==> src/hdl/hvps_pkg.sv <==
// Shared types, codes and constants for the HV precharge safety sequencer.
// No dependencies; every other file refers to this package by scoped names.
package hvps_pkg;

    // Field widths
    localparam int CMD_W   = 3;
    localparam int MODE_W  = 4;
    localparam int CC_W    = 2;
    localparam int CFG_W   = 16;

    // Defaults
    localparam int TIMER_BITS_DEFAULT = 16;
    localparam logic [CFG_W-1:0] PRECHARGE_RESET_TICKS = 16'd500;

    // Command codes
    localparam logic [CMD_W-1:0] CMD_START    = 3'd0;
    localparam logic [CMD_W-1:0] CMD_EVALUATE = 3'd1;
    localparam logic [CMD_W-1:0] CMD_FAULT    = 3'd2;
    localparam logic [CMD_W-1:0] CMD_ENABLE   = 3'd3;
    localparam logic [CMD_W-1:0] CMD_TICK     = 3'd4;

    // Sequencer states
    localparam logic [MODE_W-1:0] ST_INIT            = 4'd0;
    localparam logic [MODE_W-1:0] ST_HARD_ERROR      = 4'd1;
    localparam logic [MODE_W-1:0] ST_ERROR           = 4'd2;
    localparam logic [MODE_W-1:0] ST_WAIT_SAFETY     = 4'd3;
    localparam logic [MODE_W-1:0] ST_WAIT_LOOP       = 4'd4;
    localparam logic [MODE_W-1:0] ST_WAIT_SHUTDOWN   = 4'd5;
    localparam logic [MODE_W-1:0] ST_WAIT_ACTIVATION = 4'd6;
    localparam logic [MODE_W-1:0] ST_PRECHARGING     = 4'd7;
    localparam logic [MODE_W-1:0] ST_TIMED           = 4'd8;
    localparam logic [MODE_W-1:0] ST_READY           = 4'd9;

    // Contactor commands
    localparam logic [CC_W-1:0] CC_OPEN      = 2'd0;
    localparam logic [CC_W-1:0] CC_PRECHARGE = 2'd1;
    localparam logic [CC_W-1:0] CC_RUN       = 2'd2;

    // Status bits sampled with an evaluate request
    typedef struct packed {
        logic bms_ok;
        logic stack_plausible;
        logic insulation_ok;
        logic disconnects_ok;
        logic contactor_power_ok;
        logic precharge_reached;
        logic precharge_in_range;
    } status_t;

endpackage

==> src/hdl/hvps_decide.sv <==
// Next-state decision logic of the precharge sequencer, one request per call.
// Depends on hvps_pkg for codes, widths and the status struct.
module hvps_decide #(
    parameter int TIMER_BITS = hvps_pkg::TIMER_BITS_DEFAULT
) (
    input  logic [hvps_pkg::CMD_W-1:0]  cmd,
    input  logic                        enable_request,
    input  hvps_pkg::status_t           status,
    input  logic [hvps_pkg::CFG_W-1:0]  min_ticks,
    input  logic [hvps_pkg::MODE_W-1:0] mode,
    input  logic                        enable,
    input  logic [hvps_pkg::CC_W-1:0]   drive,
    input  logic [TIMER_BITS-1:0]       remaining,
    input  logic                        running,
    output logic [hvps_pkg::MODE_W-1:0] mode_next,
    output logic                        enable_next,
    output logic [hvps_pkg::CC_W-1:0]   drive_next,
    output logic [TIMER_BITS-1:0]       remaining_next,
    output logic                        running_next,
    output logic                        refresh
);

    localparam int LW = (TIMER_BITS > hvps_pkg::CFG_W) ? TIMER_BITS : hvps_pkg::CFG_W;

    logic [LW-1:0]           min_wide;
    logic [LW-1:0]           tmax_wide;
    logic [TIMER_BITS-1:0]   load_ticks;
    logic                    checks_ok;
    logic                    safety_ok;
    logic                    loop_ok;
    logic [hvps_pkg::MODE_W-1:0] fail_mode;
    logic                    enter_req;
    logic [hvps_pkg::MODE_W-1:0] enter_mode;
    logic [TIMER_BITS-1:0]   dec_ticks;

    // Saturate the configured minimum to the timer range
    assign min_wide   = LW'(min_ticks);
    assign tmax_wide  = LW'({TIMER_BITS{1'b1}});
    assign load_ticks = (min_wide > tmax_wide) ? tmax_wide[TIMER_BITS-1:0]
                                               : min_wide[TIMER_BITS-1:0];

    // Check groups, in priority order for the waiting states
    assign safety_ok = status.bms_ok & status.stack_plausible;
    assign loop_ok   = status.insulation_ok & status.disconnects_ok;
    assign checks_ok = safety_ok & loop_ok & status.contactor_power_ok;
    assign fail_mode = !safety_ok ? hvps_pkg::ST_WAIT_SAFETY :
                       !loop_ok   ? hvps_pkg::ST_WAIT_LOOP : hvps_pkg::ST_WAIT_SHUTDOWN;

    assign dec_ticks = (remaining != '0) ? (remaining - TIMER_BITS'(1)) : remaining;

    // Pick the command's transition and the timer and enable updates
    always_comb begin
        enter_req      = 1'b0;
        enter_mode     = mode;
        enable_next    = enable;
        remaining_next = remaining;
        running_next   = running;
        refresh        = 1'b0;
        case (cmd)
            hvps_pkg::CMD_START: begin
                if (mode == hvps_pkg::ST_INIT) begin
                    enter_req  = 1'b1;
                    enter_mode = hvps_pkg::ST_WAIT_SAFETY;
                end
            end
            hvps_pkg::CMD_EVALUATE: begin
                case (mode)
                    hvps_pkg::ST_WAIT_SAFETY, hvps_pkg::ST_WAIT_LOOP,
                    hvps_pkg::ST_WAIT_SHUTDOWN: begin
                        if (enable) begin
                            enter_req  = 1'b1;
                            enter_mode = hvps_pkg::ST_ERROR;
                        end else begin
                            enter_req  = 1'b1;
                            enter_mode = checks_ok ? hvps_pkg::ST_WAIT_ACTIVATION : fail_mode;
                        end
                    end
                    hvps_pkg::ST_WAIT_ACTIVATION: begin
                        if (!checks_ok) begin
                            enter_req  = 1'b1;
                            enter_mode = fail_mode;
                        end else if (enable) begin
                            enter_req  = 1'b1;
                            enter_mode = hvps_pkg::ST_PRECHARGING;
                        end
                    end
                    hvps_pkg::ST_PRECHARGING, hvps_pkg::ST_READY: begin
                        if (!checks_ok) begin
                            enter_req  = 1'b1;
                            enter_mode = hvps_pkg::ST_ERROR;
                        end
                    end
                    hvps_pkg::ST_TIMED: begin
                        enter_req = 1'b1;
                        if (checks_ok && status.precharge_reached
                                && status.precharge_in_range) begin
                            enter_mode = hvps_pkg::ST_READY;
                        end else begin
                            enter_mode = hvps_pkg::ST_ERROR;
                        end
                    end
                    default: begin
                    end
                endcase
            end
            hvps_pkg::CMD_FAULT: begin
                refresh = 1'b1;
                if (mode > hvps_pkg::ST_WAIT_SAFETY) begin
                    enter_req  = 1'b1;
                    enter_mode = hvps_pkg::ST_WAIT_SAFETY;
                end
            end
            hvps_pkg::CMD_ENABLE: begin
                if (enable_request != enable) begin
                    enable_next = enable_request;
                    refresh     = 1'b1;
                    if (!enable_request && (mode == hvps_pkg::ST_ERROR
                            || mode >= hvps_pkg::ST_WAIT_SAFETY)) begin
                        enter_req  = 1'b1;
                        enter_mode = hvps_pkg::ST_WAIT_SAFETY;
                    end
                end
            end
            hvps_pkg::CMD_TICK: begin
                if (running) begin
                    remaining_next = dec_ticks;
                    if (dec_ticks == '0) begin
                        running_next = 1'b0;
                        if (mode == hvps_pkg::ST_PRECHARGING) begin
                            enter_req  = 1'b1;
                            enter_mode = hvps_pkg::ST_TIMED;
                        end
                    end
                end
            end
            default: begin
            end
        endcase

        // Apply the side effects of entering the new state
        mode_next  = mode;
        drive_next = drive;
        if (enter_req) begin
            mode_next = enter_mode;
            if (enter_mode <= hvps_pkg::ST_WAIT_ACTIVATION) begin
                drive_next   = hvps_pkg::CC_OPEN;
                running_next = 1'b0;
            end else if (enter_mode == hvps_pkg::ST_PRECHARGING) begin
                drive_next     = hvps_pkg::CC_PRECHARGE;
                remaining_next = load_ticks;
                running_next   = 1'b1;
            end else if (enter_mode == hvps_pkg::ST_READY) begin
                drive_next = hvps_pkg::CC_RUN;
            end
        end
    end

endmodule

==> src/hdl/hv_precharge_safety_sequencer.sv <==
// Top level of the HV precharge safety sequencer: request and result registers,
// sequencer state and config register. Depends on hvps_pkg and hvps_decide.
//
//   channel  | handshake            | payload
//   ---------+----------------------+---------------------------------------------
//   request  | s_valid / s_ready    | s_cmd, s_enable_request, seven status bits
//   result   | m_valid / m_ready    | m_sequencer_state, m_contactor_command,
//            |                      | m_refresh_request
//   config   | cfg_wr_en            | cfg_wr_data (precharge_min_ticks)
//
// A request is registered, decided combinationally and its result registered:
// a result passes the request register and then the result register, and one
// request per cycle is sustained while results are taken without a stall.
// Reset (aresetn, synchronous, active low) puts the sequencer in init with
// contactors open and loads the minimum precharge time with 500 ticks.
// A stalled result holds; the request register keeps taking requests until it
// is full behind the stalled result.
module hv_precharge_safety_sequencer #(
    parameter int TIMER_BITS = hvps_pkg::TIMER_BITS_DEFAULT
) (
    input  logic                        aclk,
    input  logic                        aresetn,
    input  logic                        cfg_wr_en,
    input  logic [hvps_pkg::CFG_W-1:0]  cfg_wr_data,
    input  logic                        s_valid,
    output logic                        s_ready,
    input  logic [hvps_pkg::CMD_W-1:0]  s_cmd,
    input  logic                        s_enable_request,
    input  logic                        s_bms_ok,
    input  logic                        s_stack_plausible,
    input  logic                        s_insulation_ok,
    input  logic                        s_disconnects_ok,
    input  logic                        s_contactor_power_ok,
    input  logic                        s_precharge_reached,
    input  logic                        s_precharge_in_range,
    output logic                        m_valid,
    input  logic                        m_ready,
    output logic [hvps_pkg::MODE_W-1:0] m_sequencer_state,
    output logic [hvps_pkg::CC_W-1:0]   m_contactor_command,
    output logic                        m_refresh_request
);

    logic                        in_valid_reg;
    logic                        in_valid_next;
    logic [hvps_pkg::CMD_W-1:0]  in_cmd_reg;
    logic                        in_enable_reg;
    hvps_pkg::status_t           in_status_reg;
    hvps_pkg::status_t           s_status;

    logic                        out_valid_reg;
    logic                        out_valid_next;
    logic [hvps_pkg::MODE_W-1:0] out_state_reg;
    logic [hvps_pkg::CC_W-1:0]   out_cc_reg;
    logic                        out_refresh_reg;

    logic [hvps_pkg::CFG_W-1:0]  min_ticks_reg;
    logic [hvps_pkg::MODE_W-1:0] mode_reg;
    logic [hvps_pkg::MODE_W-1:0] mode_next;
    logic                        enable_reg;
    logic                        enable_next;
    logic [hvps_pkg::CC_W-1:0]   drive_reg;
    logic [hvps_pkg::CC_W-1:0]   drive_next;
    logic [TIMER_BITS-1:0]       remaining_reg;
    logic [TIMER_BITS-1:0]       remaining_next;
    logic                        running_reg;
    logic                        running_next;
    logic                        refresh;

    logic                        advance;
    logic                        s_fire;

    // Handshake: advance when a request waits and the result slot frees up
    assign advance        = in_valid_reg && (!out_valid_reg || m_ready);
    assign s_ready        = !in_valid_reg || advance;
    assign s_fire         = s_valid && s_ready;
    assign in_valid_next  = s_fire ? 1'b1 : (advance ? 1'b0 : in_valid_reg);
    assign out_valid_next = advance ? 1'b1 : (m_ready ? 1'b0 : out_valid_reg);

    assign s_status = '{
        bms_ok:             s_bms_ok,
        stack_plausible:    s_stack_plausible,
        insulation_ok:      s_insulation_ok,
        disconnects_ok:     s_disconnects_ok,
        contactor_power_ok: s_contactor_power_ok,
        precharge_reached:  s_precharge_reached,
        precharge_in_range: s_precharge_in_range
    };

    // Decide the next sequencer state for the registered request
    hvps_decide #(
        .TIMER_BITS(TIMER_BITS)
    ) u_decide (
        .cmd            (in_cmd_reg),
        .enable_request (in_enable_reg),
        .status         (in_status_reg),
        .min_ticks      (min_ticks_reg),
        .mode           (mode_reg),
        .enable         (enable_reg),
        .drive          (drive_reg),
        .remaining      (remaining_reg),
        .running        (running_reg),
        .mode_next      (mode_next),
        .enable_next    (enable_next),
        .drive_next     (drive_next),
        .remaining_next (remaining_next),
        .running_next   (running_next),
        .refresh        (refresh)
    );

    // Control state
    always_ff @(posedge aclk) begin
        if (!aresetn) begin
            in_valid_reg  <= 1'b0;
            out_valid_reg <= 1'b0;
            min_ticks_reg <= hvps_pkg::PRECHARGE_RESET_TICKS;
            mode_reg      <= hvps_pkg::ST_INIT;
            enable_reg    <= 1'b0;
            drive_reg     <= hvps_pkg::CC_OPEN;
            remaining_reg <= '0;
            running_reg   <= 1'b0;
        end else begin
            in_valid_reg  <= in_valid_next;
            out_valid_reg <= out_valid_next;
            if (cfg_wr_en) begin
                min_ticks_reg <= cfg_wr_data;
            end
            if (advance) begin
                mode_reg      <= mode_next;
                enable_reg    <= enable_next;
                drive_reg     <= drive_next;
                remaining_reg <= remaining_next;
                running_reg   <= running_next;
            end
        end
    end

    // Capture the request payload
    always_ff @(posedge aclk) begin
        if (s_fire) begin
            in_cmd_reg    <= s_cmd;
            in_enable_reg <= s_enable_request;
            in_status_reg <= s_status;
        end
    end

    // Hold the result until it is taken
    always_ff @(posedge aclk) begin
        if (advance) begin
            out_state_reg   <= mode_next;
            out_cc_reg      <= drive_next;
            out_refresh_reg <= refresh;
        end
    end

    assign m_valid             = out_valid_reg;
    assign m_sequencer_state   = out_state_reg;
    assign m_contactor_command = out_cc_reg;
    assign m_refresh_request   = out_refresh_reg;

`ifndef NO_ASSERTIONS
    // Run command only ever goes with the ready state
    a_run_only_ready: assert property (@(posedge aclk) disable iff (!aresetn)
        (drive_reg == hvps_pkg::CC_RUN) == (mode_reg == hvps_pkg::ST_READY))
        else $error("run command and ready state disagree");

    // The precharge timer only runs while precharging
    a_timer_in_precharge: assert property (@(posedge aclk) disable iff (!aresetn)
        running_reg |-> (mode_reg == hvps_pkg::ST_PRECHARGING))
        else $error("precharge timer running outside precharge");

    // Backpressure only when both registers are full and the result is stalled
    a_ready_low_cause: assert property (@(posedge aclk) disable iff (!aresetn)
        !s_ready |-> (in_valid_reg && out_valid_reg && !m_ready))
        else $error("request side stalled without cause");

    // Sequencer state only changes when a request advances
    a_state_moves_on_advance: assert property (@(posedge aclk) disable iff (!aresetn)
        !advance |=> $stable(mode_reg))
        else $error("state changed without a request");
`endif

endmodule
==> config.mk <==
export PLATFORM = sky130hd
export DESIGN_NAME = hv_precharge_safety_sequencer
export DESIGN_NICKNAME = d
export VERILOG_FILES = /design/src/hdl/hvps_pkg.sv /design/src/hdl/hvps_decide.sv /design/src/hdl/hv_precharge_safety_sequencer.sv
export SDC_FILE = /design/constraint.sdc
export NUM_CORES = 1
export LEC_CHECK = 0
export BUFFER_PORTS_ARGS = -buffer_cell sky130_fd_sc_hd__buf_2
export CORE_MARGIN = 2
export CORE_UTILIZATION = 63
export CTS_BUF_LIST = sky130_fd_sc_hd__clkbuf_8 sky130_fd_sc_hd__clkbuf_16
export DETAILED_ROUTE_END_ITERATION = 12
export GPL_TIMING_DRIVEN = 0
export HOLD_SLACK_MARGIN = 0.08
export PLACE_DENSITY_LB_ADDON = 0.25
export SYNTH_ARGS = -nofsm -noshare
export SYNTH_HDL_FRONTEND = slang
export SYNTH_SLANG_ARGS = --single-unit
==> constraint.sdc <==
create_clock -name aclk -period 5.2 [get_ports aclk]
set_input_delay 0.52 -clock aclk [delete_from_list [all_inputs] [get_ports aclk]]
set_output_delay 0.52 -clock aclk [all_outputs]
set_load 0.05 [all_outputs]
* Word-level counts from Yosys, hierarchy flattened
Cells that the tools add are included.
Word-level totals: register bits after elaboration 60, word-level logic and storage cells 118
Operators by class: bitwise gates (word level) 4, $add $sub $neg 1, mux-type cells 53, equality and inequality tests 15, reductions and logical operators 21, magnitude comparators 4
Operators with widths (number):
- 16-bit 2-to-1 mux | 7
- 4-bit 2-to-1 mux | 15
- 1-bit 2-to-1 mux | 22
- 4-bit by 3-bit == test with 1-bit output, second input constant | 5
- 4-bit one-hot mux with 5 select lines | 1
- 16-bit > comparator, second input constant | 1
- 16-bit logical NOT | 1
- 4-bit one-hot mux with 4 select lines | 1
- 16-bit nonzero test | 1
- 16-bit by 1-bit subtractor with 16-bit output, second input constant | 1
- 4-bit == test, second input constant | 3
- 4-bit by 2-bit == test with 1-bit output, second input constant | 2
- 2-bit 2-to-1 mux | 4
- 3-bit by 2-bit == test with 1-bit output, second input constant | 2
- 1-bit logical AND | 5
- 1-bit one-hot mux with 5 select lines | 1
- 1-bit AND | 4
- 4-bit by 2-bit >= comparator with 1-bit output, second input constant | 1
- 4-bit by 2-bit > comparator with 1-bit output, second input constant | 1
- 4-bit by 3-bit <= comparator with 1-bit output, second input constant | 1
- 4-bit logical NOT | 1
- 2-bit nonzero test | 2
- 4-bit OR reduction | 1
- 3-bit by 1-bit == test with 1-bit output, second input constant | 1
- 10 further kinds | 14

* Logic depth before layout (Yosys ltp)
word-level depth 13, depth in mapped cells 11, depth with buffers taken out 10

* Modules after synthesis
From an unflattened synthesis, not the netlist that was laid out.
Second synthesis, totals: cell total of the unflattened synthesis 394, area total of the unflattened synthesis 3632.2 um^2
Modules (own cells, without submodules):
- hv_precharge_safety_sequencer | cells an instance 183, instances 1, area each 2197.1 um^2, seq. area each 1381.3 um^2
- hvps_decide | cells an instance 211, instances 1, area each 1435.1 um^2, seq. area each 0.0 um^2

* Worst setup path after synthesis
No wires, ideal clock.
kind register -> register, start register remaining_reg[4], end register remaining_reg[15], arrival 2588 ps, setup slack 2485 ps, setup time 128 ps, period minus slack after synthesis 2715 ps, buffers on the path 2, required time 5072 ps, cell stages (with the launch flop) 11, path through dfxtp_1 buf_6 or4_1 buf_2 or3_4 or3_1 or4_1 nor2_1 nor3b_1 o21ai_1 o211ai_1
Between the ends: longest elaborated chain between the ends 10, elaborated cells between the ends (all ways) 17, those cells by class 1 x add/sub; 1 x order compare; 1 x eq/ne; 12 x mux; 2 x reduce/logical
RTL lines:
- start: declaration | RTL line hv_precharge_safety_sequencer.sv:63 | logic [TIMER_BITS-1:0] remaining_reg;
- start signal: assignment | RTL line hv_precharge_safety_sequencer.sv:131 | remaining_reg <= remaining_next;
- 16-bit by 1-bit subtractor with 16-bit output / 16-bit nonzero test (equally long branches) | RTL line hvps_decide.sv:49 | assign dec_ticks = (remaining != '0) ? (remaining - TIMER_BITS'(1)) : remaining;
- 16-bit 2-to-1 mux * | RTL line hvps_decide.sv:49
- branches (longest 7 deep; another with 4-bit by 3-bit <= comparator with 1-bit output)
- 16-bit 2-to-1 mux * | RTL line hvps_decide.sv:143 | if (enter_req) begin
Every way passes the cells marked *. A chain may end at the register's enable or synchronous reset.

* Worst setup path in the final report
start register mode_reg[2] (netlist name), end register remaining_reg[3]
Between the ends: longest elaborated chain between the ends 10, elaborated cells between the ends (all ways) 42, those cells by class 3 x order compare; 9 x eq/ne; 24 x mux; 6 x reduce/logical
RTL lines:
- start: declaration | RTL line hv_precharge_safety_sequencer.sv:57 | logic [hvps_pkg::MODE_W-1:0] mode_reg;
- start signal: assignment | RTL line hv_precharge_safety_sequencer.sv:116 | mode_reg <= hvps_pkg::ST_INIT;
- start signal: assignment | RTL line hv_precharge_safety_sequencer.sv:128 | mode_reg <= mode_next;
- branches (longest 9 deep; another with 4-bit by 2-bit >= comparator with 1-bit output)
- 16-bit 2-to-1 mux * | RTL line hvps_decide.sv:143
Marks and branches as above.

==> impl_results.md <==
- Residual DRC: 0
- Critical path fanouts, max: 10
- P_leak: 1.57 nW
- Hold Path Class: input port to register
- Share of post-route cells with drive strength above 1: 0.141
- Clock Sink Count: 60
- Core Util, Final: 0.744
- Crit Path Category: register to register
- Antenna Cells: 0
- Clock Path Buffers: 2
- RSZ-0062 raised after global routing: false
- Synth cell count leaders: nor2_1 (44), dfxtp_1 (42), nand2_1 (35)
- Register bit total from synthesis: 60
- Final period util: 0.696
- Post-CTS Setup Bufs: 0
- Peak Freq: about 280 MHz
- Hold_buf cts: 0
- Clock transition at the registers of the reported paths: about 80 ps
- Min Hold Slack: 342 ps
- Routed WL: around 11 mm
- Die height: roughly 80 µm
- Ys Warns: 0
- Max rail drop VDD: approximately 0.00022 V
- Routed Antenna Nets: 0
- Num CTS Buffers: 9
- CP Capture Type: register
- Die width: around 80 µm
- Core ar.: 5540 µm²
- Status: finished, final reports clean
- First-pass DRT Iterations: 5
- Synth top area share: 0.231
- Fin. max-slew vios: 0
- Worst Path Required: approximately 5400 ps
- Via density: approximately 6.5
- Syn-to-layout area delta: 13.1%
- Synth top area cells: dfxtp_1 (23%), edfxtp_1 (15%), mux2i_1 (4.9%), nor2_1 (4.5%), a21oi_1 (4.0%)
- Tmin final: 3620 ps
- Cell accounting for the most synthesized area: dfxtp_1
- Crit Reg-Reg Startpoint: mode_reg[2]
- Final hold vios: 0
- Worst setup SP type: register
- Worst-skew pair later-pin latency: around 350 ps
- Largest net degree at the start of global routing: 17
- Syn_nets: between 400 and 500
- Critical-path top delay cell: nor3b_1
- GRT Residual Overflow: 0
- WP data arrival: 3850 ps
- Routed wire per std cell: between 15 and 20 µm
- CTS H-tree lvls: 3
- Antenna violations before repair: 0
- R2r setup slk: between 1500 and 2000 ps
- Gr usage total: 0.352
- Sequential area share after synthesis: 0.379
- Io pins: 41
- Asr flop ratio synth: 0
- DIE AREA: 6410 µm²
- Avg Inst Size Synth: 8.22 µm²
- Worst Tran Pin Value: 892 ps
- Netlist cell types: between 60 and 70
- Crit. Startpoint: mode_reg[2]
- CP Cell Sequence: clkbuf_1 -> clkbuf_1 -> nand3_1 -> o211a_1 -> a211oi_1 -> o21bai_1 -> a21oi_1 -> clkbuf_1 -> nor3b_1 -> nor3_1
- Worst Hold End: in_status_reg[4]
- Resized cells post-CTS: 0
- Initial DRC Count: around 570
- Via Count: approximately 3700
- Number of global-route vias before repair: ~3300
- First-pass GRT wire length: roughly 17 mm
- Cells on Worst Hold Path: 1
- Port Buffers: 39
- Final setup violation count: 0
- CTS tree: built
- Post-synth EDFFs: 18
- Gate Count Post-Synth: ~440
- Routability congestion estimate: slightly below 1
- Root Driver: clkbuf_8
- Worst r2r dst: remaining_reg[3]
- Max incr delay on CP: approximately 480 ps
- Max transition margin: 0.405
- Reg2Reg Depth: 10
- Synth Cell Area: around 3600 µm²
- Setup Skew: a little under 10 ps
- Max Cap Viol: 0
- Row count: 27
- Count leader, synth: nor2_1
- Post-synth top flop: dfxtp_1
- Starting Density: 0.658
- Worst hold start: s_insulation_ok
- Power Density: between 200 and 300 nW/µm²
- HPWL after DPL: 7.81 mm
- Final nets: ~530
- Final TNS setup: 0 ps
- Most common cell on crit path: clkbuf_1
## per-stage QoR
stage | power, W | cells | worst slack (ps) | area (µm²)
global placement | 0.000710 | 554 | 1780 | 3930
finish | 0.00113 | 570 | 1580 | 4120
CTS | 0.00112 | 570 | 1700 | 4120
floorplan | 0.000658 | 443 | 2480 | 3640
global route | 0.00117 | 570 | 1330 | 4120
detailed placement | 0.000714 | 554 | 1750 | 3930
## placed cells by master, fill, tap and decap left out, drive strengths merged, types with 3 or more instances in the layout
cell type  instances
o21bai             3
dfxtp             42
edfxtp            18
mux2i             18
o31a               4
or4                7
o31ai              5
o21a               4
nand3b             4
a21o               5
and2               5
nor2b              8
a31oi              8
a2111oi            3
buf               46
nor2              44
a211oi             6
a311oi             3
a211o              3
nand2b             9
a21oi             29
clkinv             4
o211ai             3
nand4              9
nand3             11
inv               12
clkbuf            41
nor3              18
or3                8
nor3b              5
nand2             35
nor4              14
o21ai             24
## worst max path at each step
stage / end / slack (ps)
after floorplan: remaining_reg[15] / 2480
after global placement: remaining_reg[6] / 1780
after detailed placement: remaining_reg[3] / 1750
after CTS: remaining_reg[13] / 1700
after global routing: remaining_reg[13] / 1330
final: remaining_reg[3] / 1580
## kinds of logic (layout without fill, tap and decap cells)
| logic type | Yosys count | after routing | synth area share |
|---|---|---|---|
| flip-flops | 60 | 60 | 0.379 |
| multiplexers | 18 | 18 | 0.0494 |
| buffers and inverters | 50 | 105 | 0.0549 |
| AO/OA/AOI/OAI | 122 | 122 | 0.229 |
| adder cells (fa/ha/maj) | 2 | 2 | 0.00687 |
| AND/OR/NAND/NOR | 190 | 190 | 0.278 |
| XOR/XNOR | 1 | 1 | 0.00240 |
## cell type report
cell class                      count  area [µm²]
Multi-Input combinational cell    333        2060
Timing Repair Buffer               39         195
Clock buffer                        9         124
Tap cell                           72        90.1
Inverter                           11        41.3
Clock inverter                      7        68.8
Sequential cell                    60        1380
Fill cell                         438        1420
Buffer                             39         159
## report_power, final
| group | internal, W | leakage (nW) | switching, W | total [W] |
|---|---|---|---|---|
| clock | 0.000219 | 0.100 | 0.000202 | 0.000421 |
| combinational | 0.0000685 | 0.954 | 0.000129 | 0.000197 |
| sequential | 0.000502 | 0.518 | 0.0000120 | 0.000514 |
| total | 0.000789 | 1.57 | 0.000343 | 0.00113 |
## routing by layer
layer / wire length [µm] / share of wire / track usage / up-vias
li1: - / - / - / 1763
met1: 4890 / 0.46 / 0.509 / 1732
met2: 4670 / 0.44 / 0.532 / 204
met3: 1030 / 0.096 / 0.0854 / 12
met4: 110 / 0.010 / 0.0831 / 0
met5: 0 / 0 / 0 / -
## critical path: cells and delay by family (launching register included)
kind	cells	cell delay [ps]
AOI/OAI and AO/OA	4	1060
DFF	1	470
buffers and inverters	3	1240
and+or+nand+nor	3	710
Note: power is estimated with default switching activity, not from simulation.
